--- src/nonpreemptive_sjf_scheduler_assert.svh ---
// Assertion macros used by the scheduler datapath.
// Each macro expects a clock named clk and a reset named rst in scope.
`ifndef NONPREEMPTIVE_SJF_SCHEDULER_ASSERT_SVH
`define NONPREEMPTIVE_SJF_SCHEDULER_ASSERT_SVH

// A condition that holds at every clock edge outside reset.
`define NSJF_ASSERT_ALWAYS(label, cond, msg) \
  label: assert property (@(posedge clk) disable iff (rst) (cond)) else $error(msg);

// A consequence that holds in the same cycle as its trigger.
`define NSJF_ASSERT_IMP(label, ante, cons, msg) \
  label: assert property (@(posedge clk) disable iff (rst) (ante) |-> (cons)) \
    else $error(msg);

// A consequence that holds in the cycle after its trigger.
`define NSJF_ASSERT_NEXT(label, ante, cons, msg) \
  label: assert property (@(posedge clk) disable iff (rst) (ante) |=> (cons)) \
    else $error(msg);

`endif

--- src/nsjf_pkg.sv ---
package nsjf_pkg;

  localparam int DATA_W = 16;
  localparam int TIME_W = 21;
  localparam int ID_W   = 5;

  typedef struct packed {
    logic [DATA_W-1:0] burst_time;
    logic [DATA_W-1:0] arrival_time;
    logic              last_job;
  } job_t;

  typedef struct packed {
    logic [ID_W-1:0]   job_id;
    logic [DATA_W-1:0] job_burst;
    logic [DATA_W-1:0] job_arrival;
    logic [TIME_W-1:0] start_time;
    logic [TIME_W-1:0] waiting_time;
    logic [TIME_W-1:0] turnaround_time;
    logic              last_result;
  } result_t;

  // Commands from the controller to the datapath.
  typedef struct packed {
    logic load;
    logic scan_start;
    logic calc;
    logic emit;
  } dp_cmd_t;

  // Status from the datapath to the controller.
  typedef struct packed {
    logic scan_done;
    logic out_free;
    logic batch_last;
  } dp_status_t;

endpackage

--- src/nsjf_datapath.sv ---
`include "nonpreemptive_sjf_scheduler_assert.svh"

module nsjf_datapath import nsjf_pkg::*; #(
  parameter int MAX_JOBS = 16
) (
  input  logic       clk,
  input  logic       rst,
  input  dp_cmd_t    cmd,
  output dp_status_t status,
  input  job_t       job,
  output result_t    result,
  output logic       result_valid,
  input  logic       result_ready
);

  localparam int IDX_W = (MAX_JOBS > 1) ? $clog2(MAX_JOBS) : 1;
  localparam int CNT_W = $clog2(MAX_JOBS + 1);
  localparam logic [CNT_W-1:0] FULL = CNT_W'(MAX_JOBS);

  // Job store.
  logic [DATA_W-1:0] burst_mem   [MAX_JOBS];
  logic [DATA_W-1:0] arrival_mem [MAX_JOBS];

  logic [MAX_JOBS-1:0] done_flags;
  logic [CNT_W-1:0]    job_count;
  logic [CNT_W-1:0]    pick_count;
  logic [TIME_W-1:0]   cur_time;

  // Scan pipeline: address issue, then registered read data.
  logic              issuing;
  logic [IDX_W-1:0]  scan_idx;
  logic              rd_vld;
  logic [IDX_W-1:0]  rd_idx;
  logic [DATA_W-1:0] rd_burst;
  logic [DATA_W-1:0] rd_arrival;

  // Best ready job and best pending job found so far in this scan.
  logic              rfound;
  logic [IDX_W-1:0]  rbest_idx;
  logic [DATA_W-1:0] rbest_burst;
  logic [DATA_W-1:0] rbest_arr;
  logic              pfound;
  logic [IDX_W-1:0]  pbest_idx;
  logic [DATA_W-1:0] pbest_burst;
  logic [DATA_W-1:0] pbest_arr;

  // The chosen job.
  logic [IDX_W-1:0]  pick_idx;
  logic [DATA_W-1:0] pick_burst;
  logic [DATA_W-1:0] pick_arr;
  logic [TIME_W-1:0] pick_start;
  logic [TIME_W-1:0] pick_wait;

  logic              rd_done;
  logic              ready_hit;
  logic              pend_hit;
  logic [TIME_W:0]   tat_sum;
  logic [TIME_W:0]   time_sum;
  logic [TIME_W-1:0] tat_sat;
  logic [TIME_W-1:0] time_sat;
  logic [IDX_W:0]    id_sum;

  assign rd_done = done_flags[rd_idx];

  assign ready_hit = !rd_done && (TIME_W'(rd_arrival) <= cur_time) &&
                     (!rfound || (rd_burst < rbest_burst));

  // Used only when nothing is ready: the earliest arrival wins, and among
  // jobs that arrive together the shortest one, loaded first on a tie.
  assign pend_hit = !rd_done &&
                    (!pfound || (rd_arrival < pbest_arr) ||
                     ((rd_arrival == pbest_arr) && (rd_burst < pbest_burst)));

  assign tat_sum  = {1'b0, pick_wait} + (TIME_W + 1)'(pick_burst);
  assign time_sum = {1'b0, pick_start} + (TIME_W + 1)'(pick_burst);
  assign tat_sat  = tat_sum[TIME_W] ? '1 : tat_sum[TIME_W-1:0];
  assign time_sat = time_sum[TIME_W] ? '1 : time_sum[TIME_W-1:0];
  assign id_sum   = {1'b0, pick_idx} + (IDX_W + 1)'(1);

  assign status.scan_done  = rd_vld && (CNT_W'(rd_idx) == job_count - CNT_W'(1));
  assign status.out_free   = !result_valid || result_ready;
  assign status.batch_last = (pick_count == job_count - CNT_W'(1));

  always_ff @(posedge clk) begin
    if (cmd.load && (job_count < FULL)) begin
      burst_mem[job_count[IDX_W-1:0]]   <= job.burst_time;
      arrival_mem[job_count[IDX_W-1:0]] <= job.arrival_time;
    end
    rd_burst   <= burst_mem[scan_idx];
    rd_arrival <= arrival_mem[scan_idx];
  end

  always_ff @(posedge clk) begin
    if (rst) begin
      issuing  <= 1'b0;
      scan_idx <= '0;
      rd_vld   <= 1'b0;
      rfound   <= 1'b0;
      pfound   <= 1'b0;
    end else begin
      rd_vld <= issuing;
      rd_idx <= scan_idx;
      if (cmd.scan_start) begin
        issuing  <= 1'b1;
        scan_idx <= '0;
        rfound   <= 1'b0;
        pfound   <= 1'b0;
      end else begin
        if (issuing) begin
          if (CNT_W'(scan_idx) == job_count - CNT_W'(1)) begin
            issuing <= 1'b0;
          end else begin
            scan_idx <= scan_idx + IDX_W'(1);
          end
        end
        if (rd_vld && ready_hit) begin
          rfound      <= 1'b1;
          rbest_idx   <= rd_idx;
          rbest_burst <= rd_burst;
          rbest_arr   <= rd_arrival;
        end
        if (rd_vld && pend_hit) begin
          pfound      <= 1'b1;
          pbest_idx   <= rd_idx;
          pbest_burst <= rd_burst;
          pbest_arr   <= rd_arrival;
        end
      end
    end
  end

  always_ff @(posedge clk) begin
    if (cmd.calc) begin
      if (rfound) begin
        pick_idx   <= rbest_idx;
        pick_burst <= rbest_burst;
        pick_arr   <= rbest_arr;
        pick_start <= cur_time;
        pick_wait  <= cur_time - TIME_W'(rbest_arr);
      end else begin
        // Idle gap: time jumps to the arrival of the chosen job.
        pick_idx   <= pbest_idx;
        pick_burst <= pbest_burst;
        pick_arr   <= pbest_arr;
        pick_start <= TIME_W'(pbest_arr);
        pick_wait  <= '0;
      end
    end
  end

  always_ff @(posedge clk) begin
    if (rst) begin
      done_flags   <= '0;
      job_count    <= '0;
      pick_count   <= '0;
      cur_time     <= '0;
      result_valid <= 1'b0;
    end else begin
      if (cmd.load && (job_count < FULL)) begin
        job_count <= job_count + CNT_W'(1);
      end
      if (cmd.emit) begin
        result_valid <= 1'b1;
        if (status.batch_last) begin
          done_flags <= '0;
          job_count  <= '0;
          pick_count <= '0;
          cur_time   <= '0;
        end else begin
          done_flags[pick_idx] <= 1'b1;
          pick_count           <= pick_count + CNT_W'(1);
          cur_time             <= time_sat;
        end
      end else if (result_ready) begin
        result_valid <= 1'b0;
      end
    end
  end

  always_ff @(posedge clk) begin
    if (cmd.emit) begin
      result.job_id          <= ID_W'(id_sum);
      result.job_burst       <= pick_burst;
      result.job_arrival     <= pick_arr;
      result.start_time      <= pick_start;
      result.waiting_time    <= pick_wait;
      result.turnaround_time <= tat_sat;
      result.last_result     <= status.batch_last;
    end
  end

  `NSJF_ASSERT_ALWAYS(a_done_tracks_picks, $countones(done_flags) == int'(pick_count), "done flags disagree with pick count")
  `NSJF_ASSERT_IMP(a_emit_into_free_slot, cmd.emit, !result_valid || result_ready, "result overwritten before it was taken")
  `NSJF_ASSERT_IMP(a_calc_has_candidate, cmd.calc, rfound || pfound, "scan ended without any unfinished job")
  `NSJF_ASSERT_NEXT(a_batch_end_clears, cmd.emit && status.batch_last, (cur_time == '0) && (job_count == '0), "batch state not cleared after the last result")

endmodule

--- src/nsjf_ctrl.sv ---
module nsjf_ctrl import nsjf_pkg::*; (
  input  logic       clk,
  input  logic       rst,
  input  logic       job_valid,
  input  logic       last_job,
  output logic       job_ready,
  input  dp_status_t status,
  output dp_cmd_t    cmd
);

  typedef enum logic [3:0] {
    ST_LOAD = 4'b0001,
    ST_SCAN = 4'b0010,
    ST_CALC = 4'b0100,
    ST_EMIT = 4'b1000
  } state_t;

  state_t state;
  state_t state_next;

  assign job_ready = (state == ST_LOAD);

  always_comb begin
    state_next     = state;
    cmd            = '0;
    unique case (state)
      ST_LOAD: begin
        cmd.load = job_valid;
        if (job_valid && last_job) begin
          cmd.scan_start = 1'b1;
          state_next     = ST_SCAN;
        end
      end
      ST_SCAN: begin
        if (status.scan_done) begin
          state_next = ST_CALC;
        end
      end
      ST_CALC: begin
        cmd.calc   = 1'b1;
        state_next = ST_EMIT;
      end
      ST_EMIT: begin
        if (status.out_free) begin
          cmd.emit = 1'b1;
          if (status.batch_last) begin
            state_next = ST_LOAD;
          end else begin
            cmd.scan_start = 1'b1;
            state_next     = ST_SCAN;
          end
        end
      end
      default: begin
        state_next = ST_LOAD;
      end
    endcase
  end

  always_ff @(posedge clk) begin
    if (rst) begin
      state <= ST_LOAD;
    end else begin
      state <= state_next;
    end
  end

endmodule

--- src/nonpreemptive_sjf_scheduler.sv ---
// Non-preemptive shortest-job-first scheduler.
// Input channel (job_valid, job_ready, job): one job per item, taken one per
// cycle while loading. A job that arrives when MAX_JOBS jobs are stored is
// dropped; the job marked last_job closes the batch and starts scheduling.
// Output channel (result_valid, result_ready, result): one item per job in
// run order, the final one flagged by last_result.
// Each pick scans the stored jobs through the job memory's single read port:
// the reads are issued in order, the read data is registered, then the times
// are computed and the result is emitted.
// While a result waits in the output register the scan for the next pick
// runs; the block stalls only when a new result is ready and the register
// is still full. No jobs are taken while a batch is being scheduled; the
// next batch can load as soon as the last result sits in the register.
// Reset empties the batch and the output register; the job memory keeps
// its contents, which are never used before they are written.
module nonpreemptive_sjf_scheduler import nsjf_pkg::*; #(
  parameter int MAX_JOBS = 16
) (
  input  logic    clk,
  input  logic    rst,
  input  logic    job_valid,
  output logic    job_ready,
  input  job_t    job,
  output logic    result_valid,
  input  logic    result_ready,
  output result_t result
);

  dp_cmd_t    cmd;
  dp_status_t status;

  nsjf_ctrl u_ctrl (
    .clk       (clk),
    .rst       (rst),
    .job_valid (job_valid),
    .last_job  (job.last_job),
    .job_ready (job_ready),
    .status    (status),
    .cmd       (cmd)
  );

  nsjf_datapath #(
    .MAX_JOBS (MAX_JOBS)
  ) u_datapath (
    .clk          (clk),
    .rst          (rst),
    .cmd          (cmd),
    .status       (status),
    .job          (job),
    .result       (result),
    .result_valid (result_valid),
    .result_ready (result_ready)
  );

endmodule

--- config.mk ---
export PLATFORM = sky130hd
export DESIGN_NAME = nonpreemptive_sjf_scheduler
export DESIGN_NICKNAME = d
export VERILOG_FILES = /design/src/nsjf_pkg.sv /design/src/nsjf_datapath.sv /design/src/nsjf_ctrl.sv /design/src/nonpreemptive_sjf_scheduler.sv
export VERILOG_INCLUDE_DIRS = /design/src /design/src/src
export SDC_FILE = /design/constraint.sdc
export NUM_CORES = 1
export LEC_CHECK = 0
export BUFFER_PORTS_ARGS = -buffer_cell sky130_fd_sc_hd__buf_2
export CORE_MARGIN = 3
export CORE_UTILIZATION = 40
export CTS_BUF_LIST = sky130_fd_sc_hd__clkbuf_16
export DETAILED_ROUTE_END_ITERATION = 12
export HOLD_SLACK_MARGIN = 0.08
export PLACE_DENSITY = 0.65
export SKIP_LAST_GASP = 1
export SYNTH_ARGS = -nofsm -noshare
export SYNTH_HDL_FRONTEND = slang
export SYNTH_SLANG_ARGS = --single-unit
--- constraint.sdc ---
create_clock -name clk -period 10.1 [get_ports clk]
set_input_delay 1.515 -clock clk [delete_from_list [all_inputs] [get_ports clk]]
set_output_delay 1.515 -clock clk [all_outputs]
set_load 0.005 [all_outputs]
==> impl_metrics.json <==
{
  "period_minus_slack_ps": 4246,
  "status": "complete, no violations",
  "skew_ps": 22.59,
  "final_antenna_net_count": 0,
  "worst_pin_slew_ps": 1142,
  "ys_warn_count": 0,
  "drc": 0,
  "ys_types": 68,
  "fp.dieH_um": 302.2,
  "synth_edf_count": 767,
  "synthCells": 2046,
  "wl_met3_mm": 4.753,
  "rsz0062_at_grt": "false",
  "gp_congestion": 0.8766,
  "synthArstFlopShare_pct": 0,
  "cts_inserted_buffers": 87,
  "syn_nets": 2206,
  "cts_tree": "built",
  "tns_ps": 0,
  "io_buffers": 139,
  "syn_avg_cell_area_sq_um": 17.15,
  "dp_hpwl_mm": 46.93,
  "max-vdd-ir-drop_mv": 0.1501,
  "ys_seq_area_share_pct": 70.87,
  "fp.dieW_um": 302.2,
  "synth_area_leaders": "edfxtp_1 66%, mux4_2 10%, dfxtp_1 5.2%",
  "antenna_found_initial": 10,
  "ys_ff_latch": 859,
  "nFillCells": 7328,
  "end_kind": "flip-flop",
  "crit_type": "flip-flop to flip-flop",
  "grt_pass1_vias": 18943,
  "start_kind": "flip-flop",
  "h-tree-depth": 3,
  "arrival_ps": 4550,
  "slew_viol_final": 0,
  "yosysTopAreaCell": "edfxtp_1",
  "dr.pass1.iters": 5,
  "crit_chain": "inv_1 -> ha_1 -> xor2_1 -> xnor2_1 -> and4_1 -> nor2_1 -> a31oi_1 -> nand2_1 -> nor4_4 -> buf_4",
  "netlist.area_leader.share_pct": 65.63,
  "finalHoldViolCount": 0,
  "wl_met1_mm": 32.13,
  "crit_required_ps": 10410,
  "core_area_sq_um": 86890,
  "clockBufferDepth": 3,
  "post_cts_resized": 0,
  "hp-class": "flip-flop to flip-flop",
  "clk_pin_slew_ps": 60,
  "synth_area_sq_um": 35100,
  "leakage_nw": 13.82,
  "yosysMostFrequentCell": "edfxtp_1",
  "cts_root_buffer": "clkbuf_16",
  "cp_max_fo": 20,
  "fin_area_sq_um": 40320,
  "ys.flop_type": "edfxtp_1",
  "drtIter0Drc": 1459,
  "max_stage_delay_ps": 1040,
  "area_growth_pct": 14.88,
  "drive_above_1_share_pct": 21.93,
  "cts.sinks": 859,
  "powerDensity_nw_per_um2": 198.8,
  "post_dp_cell_area_sq_um": 37300,
  "crit_slowest_cell": "nor4_4",
  "path_delay_family": "simple AND/OR/NAND/NOR gates",
  "grt_pass1_wl_mm": 116.2,
  "cap_violations": 0,
  "dieArea_sq_um": 91330,
  "period_share_pct": 42.04,
  "worst-path-stages": 10,
  "num_vias": 18589,
  "cts_hold_repair.buffers": 0,
  "postCtsSetupBuffers": 0,
  "layout.nets": 2394,
  "track_usage_pct": 16.76,
  "fmax_ghz": 0.2355,
  "wl_met2_mm": 37.77,
  "setup_viol": 0,
  "clk_latency_ps": 650,
  "drt-wirelength-per-cell_um": 22.09,
  "grt_max_degree": 87,
  "path_buf_inv": 2,
  "maxSlewHeadroom_pct": 23.86,
  "overflow": 0,
  "min_path_cells": 0,
  "wirelength_mm": 76.54,
  "rows": 108,
  "initial_core_util_pct": 40.39,
  "synth_common_cells": "767 x edfxtp_1, 161 x mux4_2, 120 x ha_1, 115 x nand2_1, 112 x inv_1",
  "ios": 140,
  "reg2reg_depth": 10,
  "via_per_inst": 5.365,
  "top_layer_used": "met5"
}
cells in the final DEF, fill, tap and decap left out, types with 23 or more instances in the layout:
cell type and n:
a21o_1 29, a21oi_1 62, a31oi_1 26, buf_2 139
buf_4 28, clkbuf_16 87, dfxtp_1 88, edfxtp_1 767
ha_1 120, inv_1 128, mux4_2 161, nand2_1 115
nand3_1 23, nor2_1 81, o21ai_0 100, xnor2_1 33
xor2_1 25
cell families (layout without fill, tap and decap cells):
| group | count (synthesis) | in the layout | share of synthesized area [%] |
|---|---|---|---|
| fa+ha+maj | 123 | 123 | 4.449 |
| other cells | 0 | 3 | 0 |
| buf+inv | 181 | 442 | 2.043 |
| compound gates | 300 | 300 | 5.344 |
| flops | 859 | 859 | 70.87 |
| xor+xnor | 59 | 59 | 1.512 |
| mux | 181 | 181 | 11.13 |
| simple gates | 343 | 343 | 4.652 |
per-layer routing:
metal | vias up | GRT usage (%)
li1 | 8418 | -
met1 | 9411 | 22.53
met2 | 615 | 28.14
met3 | 139 | 2.914
met4 | 6 | 4.811
met5 | - | 0
path summary, 6_finish.rpt:
path	from	slack, ps	end
hold reg to reg	u_datapath.pick_arr[6]$_DFFE_PP_	420	u_datapath.result[70]$_DFFE_PP_
setup / recovery	u_datapath.job_count[0]$_SDFF_PP0_	5850	u_datapath.rbest_idx[1]$_DFFE_PP_
setup reg to reg	u_datapath.job_count[0]$_SDFF_PP0_	5850	u_datapath.rbest_idx[1]$_DFFE_PP_
hold / removal	u_datapath.pick_arr[6]$_DFFE_PP_	420	u_datapath.result[70]$_DFFE_PP_
cell type report:
cell class                      count  area, sq um  share of cell area, %
Sequential cell                   859        24880                  61.72
Multi-Input combinational cell   1006         9643                  23.92
Timing Repair Buffer              167        905.9                  2.247
Antenna cell                        3        7.507                0.01862
Tap cell                         1155         1445                  3.584
Clock inverter                     75        829.5                  2.057
Clock buffer                       87         2177                  5.400
Inverter                          113        426.7                  1.058
state kept, by name (all words and copies together) (netlist names), 4 cells and up:
name / count
u_ctrl.state: 4
u_datapath.arrival_mem: 256
u_datapath.burst_mem: 256
u_datapath.cur_time: 21
u_datapath.done_flags: 16
u_datapath.job_count: 5
u_datapath.pbest_arr: 16
u_datapath.pbest_burst: 16
u_datapath.pbest_idx: 4
u_datapath.pick_arr: 16
u_datapath.pick_burst: 16
u_datapath.pick_count: 5
u_datapath.pick_idx: 4
u_datapath.pick_start: 21
u_datapath.pick_wait: 21
u_datapath.rbest_arr: 16
u_datapath.rbest_burst: 16
u_datapath.rbest_idx: 4
u_datapath.rd_arrival: 16
u_datapath.rd_burst: 16
u_datapath.rd_idx: 4
u_datapath.result: 101
u_datapath.scan_idx: 4
power by group:
group	switching, W	internal [W]	total [W]
clock	0.00135	0.00197	0.00332
combinational	0.000320	0.000277	0.000596
sequential	0.000106	0.00399	0.00410
through the flow:
stage                     hold slack (ps)  cells  total power, W  utilization (%)  setup slack, ps
after global placement              408.9   3300        0.004749            42.93             5489
final                               420.7   3465        0.008017            46.40             5854
after floorplan                     400.3   2046        0.004551                -            548.4
after CTS                           421.3   3462        0.008102            46.39             5802
after global routing                425.5   3462        0.008306            46.39             5502
after detailed placement            407.0   3300        0.004778            42.93             5394
No activity file was read; power rests on OpenSTA's default activity.
